`config.mk`:
```
export PLATFORM = sky130hd
export DESIGN_NAME = ipv4_address_port_parser
export DESIGN_NICKNAME = d
export VERILOG_FILES = /design/src/design/ipap_pkg.sv /design/src/design/ipap_in_stage.sv /design/src/design/ipap_step.sv /design/src/design/ipv4_address_port_parser.sv
export SDC_FILE = /design/constraint.sdc
export NUM_CORES = 1
export LEC_CHECK = 0
export BUFFER_PORTS_ARGS = -buffer_cell sky130_fd_sc_hd__buf_2
export CAP_MARGIN = 20
export CORE_MARGIN = 2
export CORE_UTILIZATION = 47
export CTS_CLUSTER_DIAMETER = 150
export DETAILED_ROUTE_END_ITERATION = 8
export PLACE_DENSITY_LB_ADDON = 0.1
export RECOVER_POWER = 25
export SKIP_LAST_GASP = 1
export SLEW_MARGIN = 10
export SYNTH_ARGS = -nofsm -noshare
export SYNTH_HDL_FRONTEND = slang
export SYNTH_SLANG_ARGS = --single-unit
```
`constraint.sdc`:
```
create_clock -name clk -period 3.9 [get_ports clk]
set_clock_uncertainty 0.2 [all_clocks]
set_input_delay 0.78 -clock clk [delete_from_list [all_inputs] [get_ports clk]]
set_output_delay 0.78 -clock clk [all_outputs]
set_load 0.01 [all_outputs]
```
`src/design/ipap_pkg.sv`:
```
// Shared types, phase codes and character constants for the IPv4 address and port parser.
// No dependencies; ipap_in_stage, ipap_step and the top level import this package.
`default_nettype none

package ipap_pkg;

  localparam int ChW     = 8;
  localparam int AccW    = 17;
  localparam int IpW     = 32;
  localparam int PortW   = 16;
  localparam int PhaseW  = 3;
  localparam int IdxW    = 2;
  localparam int OutDataW = 48;

  localparam logic [PhaseW-1:0] PH_OCT_START   = 3'd0;
  localparam logic [PhaseW-1:0] PH_OCT_DIGITS  = 3'd1;
  localparam logic [PhaseW-1:0] PH_PORT_START  = 3'd2;
  localparam logic [PhaseW-1:0] PH_PORT_DIGITS = 3'd3;
  localparam logic [PhaseW-1:0] PH_DONE        = 3'd4;
  localparam logic [PhaseW-1:0] PH_FAIL        = 3'd5;

  localparam logic [AccW-1:0] OCTET_MAX = 17'd255;
  localparam logic [AccW-1:0] ACC_SAT   = 17'd65536;
  localparam logic [IdxW-1:0] LAST_OCTET = 2'd3;

  localparam logic [ChW-1:0] CH_DOT   = 8'h2E;
  localparam logic [ChW-1:0] CH_COLON = 8'h3A;
  localparam logic [ChW-1:0] CH_ZERO  = 8'h30;
  localparam logic [ChW-1:0] CH_NINE  = 8'h39;

  typedef struct packed {
    logic [PhaseW-1:0] phase;
    logic [IdxW-1:0]   octet_index;
    logic [AccW-1:0]   accumulator;
    logic [IpW-1:0]    address_shift;
    logic [PortW-1:0]  port_hold;
  } ipap_state_t;

  typedef struct packed {
    logic             ok;
    logic [IpW-1:0]   ip;
    logic [PortW-1:0] port;
  } ipap_res_t;

  localparam ipap_state_t STATE_RESET = '{
    phase:         PH_OCT_START,
    octet_index:   '0,
    accumulator:   '0,
    address_shift: '0,
    port_hold:     '0
  };

endpackage

`default_nettype wire

```
`src/design/ipap_in_stage.sv`:
```
// Input register of the parser: holds one character transfer until the step logic takes it.
// Depends on ipap_pkg.
`default_nettype none

module ipap_in_stage (
  input  wire logic                  clk,
  input  wire logic                  rst_n,
  input  wire logic                  in_tvalid,
  output logic                       in_tready,
  input  wire logic [ipap_pkg::ChW-1:0] in_tdata,
  input  wire logic                  in_tlast,
  input  wire logic                  advance,
  output logic                       item_valid,
  output logic [ipap_pkg::ChW-1:0]   item_ch,
  output logic                       item_last
);
  import ipap_pkg::*;

  logic           valid_r;
  logic           valid_nxt;
  logic [ChW-1:0] ch_r;
  logic           last_r;

  // The register refills in the same cycle that its content moves on.
  assign in_tready = !valid_r || advance;
  assign valid_nxt = in_tready ? in_tvalid : valid_r;

  always_ff @(posedge clk) begin
    if (!rst_n) begin
      valid_r <= 1'b0;
    end else begin
      valid_r <= valid_nxt;
    end
  end

  always_ff @(posedge clk) begin
    if (in_tvalid && in_tready) begin
      ch_r   <= in_tdata;
      last_r <= in_tlast;
    end
  end

  assign item_valid = valid_r;
  assign item_ch    = ch_r;
  assign item_last  = last_r;

endmodule

`default_nettype wire

```
`src/design/ipap_step.sv`:
```
// Combinational parser step: next state and end-of-text verdict for one character.
// Depends on ipap_pkg.
`default_nettype none

module ipap_step (
  input  wire ipap_pkg::ipap_state_t     st,
  input  wire logic [ipap_pkg::ChW-1:0]  ch,
  input  wire logic                      last,
  output ipap_pkg::ipap_state_t          st_nxt,
  output ipap_pkg::ipap_res_t            res
);
  import ipap_pkg::*;

  logic            is_dig;
  logic [3:0]      dig;
  logic [20:0]     mac;
  logic [AccW-1:0] acc_sat;
  logic            oct_ok;
  logic            port_ok;

  assign is_dig = (ch >= CH_ZERO) && (ch <= CH_NINE);
  assign dig    = ch[3:0];
  // acc * 10 + digit, then clamp so long runs stay out of range.
  assign mac     = {1'b0, st.accumulator, 3'b000} + {3'b000, st.accumulator, 1'b0}
                 + {17'd0, dig};
  assign acc_sat = (mac > {4'd0, ACC_SAT}) ? ACC_SAT : mac[AccW-1:0];
  assign oct_ok  = st.accumulator <= OCTET_MAX;
  assign port_ok = (st.accumulator != '0) && (st.accumulator < ACC_SAT);

  always_comb begin
    res = '0;
    if (st.phase == PH_OCT_DIGITS) begin
      if ((st.octet_index == LAST_OCTET) && oct_ok) begin
        res.ok = 1'b1;
        res.ip = {st.address_shift[IpW-9:0], st.accumulator[7:0]};
      end
    end else if (st.phase == PH_PORT_DIGITS) begin
      if (port_ok) begin
        res.ok   = 1'b1;
        res.ip   = st.address_shift;
        res.port = st.accumulator[PortW-1:0];
      end
    end else if (st.phase == PH_DONE) begin
      res.ok   = 1'b1;
      res.ip   = st.address_shift;
      res.port = st.port_hold;
    end
  end

  always_comb begin
    st_nxt = st;
    if (last) begin
      st_nxt = STATE_RESET;
    end else begin
      unique case (st.phase) inside
        PH_OCT_START, PH_PORT_START: begin
          if (is_dig) begin
            st_nxt.accumulator = {13'd0, dig};
            st_nxt.phase = (st.phase == PH_OCT_START) ? PH_OCT_DIGITS : PH_PORT_DIGITS;
          end else begin
            st_nxt.phase = PH_FAIL;
          end
        end
        PH_OCT_DIGITS: begin
          if (is_dig) begin
            st_nxt.accumulator = acc_sat;
          end else if (!oct_ok) begin
            st_nxt.phase = PH_FAIL;
          end else begin
            st_nxt.address_shift = {st.address_shift[IpW-9:0], st.accumulator[7:0]};
            st_nxt.accumulator   = '0;
            if (st.octet_index != LAST_OCTET) begin
              if (ch == CH_DOT) begin
                st_nxt.octet_index = st.octet_index + 2'd1;
                st_nxt.phase       = PH_OCT_START;
              end else begin
                st_nxt.phase = PH_FAIL;
              end
            end else if (ch == CH_COLON) begin
              st_nxt.phase = PH_PORT_START;
            end else begin
              st_nxt.port_hold = '0;
              st_nxt.phase     = PH_DONE;
            end
          end
        end
        PH_PORT_DIGITS: begin
          if (is_dig) begin
            st_nxt.accumulator = acc_sat;
          end else if (port_ok) begin
            st_nxt.port_hold   = st.accumulator[PortW-1:0];
            st_nxt.accumulator = '0;
            st_nxt.phase       = PH_DONE;
          end else begin
            st_nxt.phase = PH_FAIL;
          end
        end
        PH_DONE: begin
          st_nxt = st;
        end
        default: begin
          st_nxt.phase = PH_FAIL;
        end
      endcase
    end
  end

endmodule

`default_nettype wire

```
`src/design/ipv4_address_port_parser.sv`:
```
// Top level of the IPv4 dotted-decimal address and port parser.
// Depends on ipap_pkg, ipap_in_stage and ipap_step.
//
// Each input transfer carries one ASCII character; a transfer with in_tlast set ends the
// string, its character is ignored, and it produces exactly one result transfer, after which
// the parser is back in its reset state. The block takes one character every cycle while no end
// transfer is waiting: a character passes through the input register, then the parser state
// and the result register are updated from it, and out_tvalid is driven from the result register.
// An end transfer waits in the input register while an earlier result is still held on the
// output, and the characters behind it wait with it.
// out_tuser is 1 for a legal address; on a failed parse the address and port are zero.
`default_nettype none

module ipv4_address_port_parser (
  input  wire logic        clk,
  input  wire logic        rst_n,
  input  wire logic        in_tvalid,
  output logic             in_tready,
  input  wire logic [7:0]  in_tdata,   // [7:0] ch
  input  wire logic        in_tlast,   // end_of_text
  output logic             out_tvalid,
  input  wire logic        out_tready,
  output logic [47:0]      out_tdata,  // [31:0] ip_value, [47:32] port_value
  output logic             out_tuser   // valid_res
);
  import ipap_pkg::*;

  logic            item_valid;
  logic [ChW-1:0]  item_ch;
  logic            item_last;
  logic            advance;
  ipap_state_t     state_r;
  ipap_state_t     state_nxt;
  ipap_res_t       res;
  ipap_res_t       res_r;
  logic            out_valid_r;
  logic            out_valid_nxt;

  ipap_in_stage u_in_stage (
    .clk        (clk),
    .rst_n      (rst_n),
    .in_tvalid  (in_tvalid),
    .in_tready  (in_tready),
    .in_tdata   (in_tdata),
    .in_tlast   (in_tlast),
    .advance    (advance),
    .item_valid (item_valid),
    .item_ch    (item_ch),
    .item_last  (item_last)
  );

  ipap_step u_step (
    .st     (state_r),
    .ch     (item_ch),
    .last   (item_last),
    .st_nxt (state_nxt),
    .res    (res)
  );

  // Plain characters never wait; an end item needs a free result register.
  assign advance = item_valid && (!item_last || !out_valid_r || out_tready);

  always_comb begin
    out_valid_nxt = out_valid_r && !out_tready;
    if (advance && item_last) begin
      out_valid_nxt = 1'b1;
    end
  end

  always_ff @(posedge clk) begin
    if (!rst_n) begin
      state_r     <= STATE_RESET;
      out_valid_r <= 1'b0;
    end else begin
      out_valid_r <= out_valid_nxt;
      if (advance) begin
        state_r <= state_nxt;
      end
    end
  end

  always_ff @(posedge clk) begin
    if (advance && item_last) begin
      res_r <= res;
    end
  end

  assign out_tvalid = out_valid_r;
  assign out_tdata  = {res_r.port, res_r.ip};
  assign out_tuser  = res_r.ok;

endmodule

`default_nettype wire

```
==> results.toml <==
[setup_path]
crit_path_start_kind = "register"
rrSetupSlack_ps = 220
critPathBufInv = 1
path_delay_family = "adder cells"
cp_slowest_stage_delay_ps = 600
setup.worst_path.class = "register to register"
critPathCaptureType = "register"
cp.required_ps = 4010
worstPathArrival_ps = 3790
critPathSlowestCell = "fa_1"
cpMostUsedCell = "fa_1"
crit_path_cell_trace = "fa_1, inv_1, fa_1, nand2b_2, a21oi_4, o21a_2, a21oi_1, a31o_1, nor4_4, nand2_1, a22o_1"
cp_max_fo = 6

[final_layout]
layout-drive-gt1-share = 0.120
fin_nets = 729
synthToLayoutAreaGrowth_pct = 17.2
antenna_cells = 0
fin_area_sq_um = 7580

[clocking]
cts_buffer_depth = 2
cts-buffers-inserted = 17
cts_tree = "built"
cts.sinks = 130
worstSkewPairLatency_ps = 420
cts_hold_buf = 0
cts-root-buf = "clkbuf_16"
clkTransAtPathRegs_ps = 50
htree_levels = 4

[min_path]
hold_path.class = "register to register"

[routing]
drtIter0Drc = 408
routedWlPerCell_um = 17.4
drc_errors = 0
vias_per_cell = 5.80
vias = 5039
postRouteAntennaNets = 0
drt_first_pass_iters = 5
finalWirelength_um = 15100

[sta]
slew_headroom = 0.398
post-route-period-util = 0.945
fin_crit_ps = 3680
rsz0062_at_grt = "yes"
hold_viol = 0
finalSetupViolCount = 0
max_slew.worst_pin.slew_ps = 899
report.final.slew_viol_count = 0
max_freq_mhz = 271

[pwr]
clkPwrFrac = 0.515
finalPower_uw = 3240
ir_drop_uv = 261
p_comb_frac = 0.038
internal-power_uw = 2570
power_leakage_uw = 0.00289
p_sw_uw = 670
p_sw_frac = 0.207
power.density_nw_per_um2 = 427
p_seq_frac = 0.448

[floorplan]
die_w_um = 121
die_height_um = 121
design.core.area_sq_um = 13300
start_util = 0.485
placementRows = 42
die_area_sq_um = 14700
io_pins = 64

[run]
drv_cap = 0

[placed_design]
placed_cell_area_sq_um = 6980
portBuffers = 63
dp_hpwl_um = 10400
routabilityCongestion = 0.836

[synth]
ys_types = 64
syn_area_sq_um = 6470
synth_warnings = 0
synthFlopType = "dfxtp_1"
ys_seq_area_frac = 0.492
syn_nets = 668
postSynthAreaPerCell_sq_um = 10.5
ys_seq_elements = 130
async_flop_share = 0
synth_enable_flop_cells = 58
syn_inst = 619

[global_routing]
grt_antenna_before_repair = 0
grt_pass1_vias = 4755
grt_overflow_total = 0
grt_use_total = 0.212
grt_pass1_wl_um = 24200
grt_max_degree = 62

[outcome]
status = "completed"
==> cell usage in the layout, fill, tap and decap left out, types with 7 or more instances in the layout <==
master,n
dfxtp_1,72
edfxtp_1,58
clkbuf_1,50
a22o_1,49
nand2_1,41
nor2b_1,39
a22oi_1,34
ha_1,34
o21ai_0,27
a21oi_1,23
nor2_1,20
nand3_1,20
a21boi_1,19
o21ai_1,18
buf_4,18
clkbuf_16,17
buf_2,15
inv_1,14
nand4_1,10
and3_1,7
xor2_1,7
==> cells by family after synthesis <==
family	Yosys count	synth area share
buffers and inverters	54	0.0325
xor gates and xnor gates	11	0.0149
AOI/OAI and AO/OA	211	0.236
muxes	2	0.00309
DFF	130	0.492
and+or+nand+nor	175	0.149
adders and majority gates	36	0.0720
==> worst paths after layout <==
path                         startpoint           to  cells past startpoint
setup / recovery  u_in_stage.item_ch[3]  state_r[64]                     11
hold / removal               state_r[0]   state_r[0]                      2
setup reg to reg  u_in_stage.item_ch[3]  state_r[64]                     11
hold reg to reg              state_r[0]   state_r[0]                      2
==> timing repair <==
item	in CTS	in global routing
buffers inserted	0	3
resized for setup	0	3
endpoints found under the setup margin	0	14
==> worst min-delay path, cell delays in order, from the launching register on <==
cell      delay (ps)
dfxtp_1          300
o21ai_0           60
a21boi_1          50
==> cell usage after synthesis (all sizes together), types with 3 or more instances <==
| cell | instances | area, sq um |
|---|---|---|
| o21a | 4 | 31.3 |
| nor2 | 21 | 81.3 |
| a21o | 4 | 30.0 |
| a21oi | 25 | 133 |
| a22oi | 34 | 255 |
| nand2b | 4 | 27.5 |
| nor3b | 5 | 37.5 |
| dfxtp | 72 | 1440 |
| nor3 | 7 | 40.0 |
| a22o | 49 | 429 |
| o211ai | 5 | 42.5 |
| nor4 | 5 | 46.3 |
| a31oi | 6 | 37.5 |
| a21boi | 21 | 158 |
| buf | 8 | 37.5 |
| o21ai | 48 | 244 |
| or3 | 4 | 31.3 |
| and2 | 5 | 31.3 |
| ha | 34 | 425 |
| nand2 | 41 | 154 |
| and3 | 7 | 43.8 |
| xor2 | 7 | 61.3 |
| nor2b | 39 | 244 |
| xnor2 | 4 | 35.0 |
| inv | 14 | 52.6 |
| nand4 | 10 | 62.6 |
| clkbuf | 31 | 116 |
| a211oi | 3 | 22.5 |
| nand3 | 21 | 118 |
| edfxtp | 58 | 1740 |
==> sequential cells by signal, summed over array words and instances (netlist names) <==
| name | count |
|---|---|
| state_r | 70 |
| out_tdata | 48 |
| u_in_stage.item_ch | 8 |
| out_tuser | 1 |
| out_tvalid | 1 |
| u_in_stage.item_last | 1 |
| u_in_stage.item_valid | 1 |
==> cell type report <==
cell class / count / area [sq um]
Tap cell: 176 / 220
Clock buffer: 20 / 447
Fill cell: 1183 / 5770
Sequential cell: 130 / 3180
Multi-Input combinational cell: 435 / 3100
Inverter: 15 / 56.3
Timing Repair Buffer: 81 / 390
Clock inverter: 12 / 181
==> power groups by stage <==
stage / registers [uW] / clock network, uW / logic (uW)
floorplan: 1480 / 0 / 75.9
global route: 1450 / 1750 / 133
global placement: 1480 / 0 / 120
finish: 1450 / 1670 / 122
detailed placement: 1480 / 0 / 122
CTS: 1450 / 1690 / 122
==> metal layers <==
layer,GRT usage,wire length (um),vias up
met5,0,0,-
met4,0.0690,171,0
met3,0.0465,780,19
met2,0.347,7270,145
met1,0.280,6880,2414
li1,-,-,2461
==> metrics by stage <==
step / TNS [ps] / hold slack, ps / worst slack [ps] / std cells / util
floorplan: 0 / 248 / 477 / 619 / -
global placement: 0 / 255 / 238 / 834 / 0.523
detailed placement: 0 / 262 / 102 / 834 / 0.523
CTS: 0 / 269 / 77.5 / 866 / 0.570
global route: -79.1 / 292 / -30.7 / 869 / 0.568
finish: 0 / 268 / 215 / 869 / 0.568
Power figures use the tool's default switching activity.
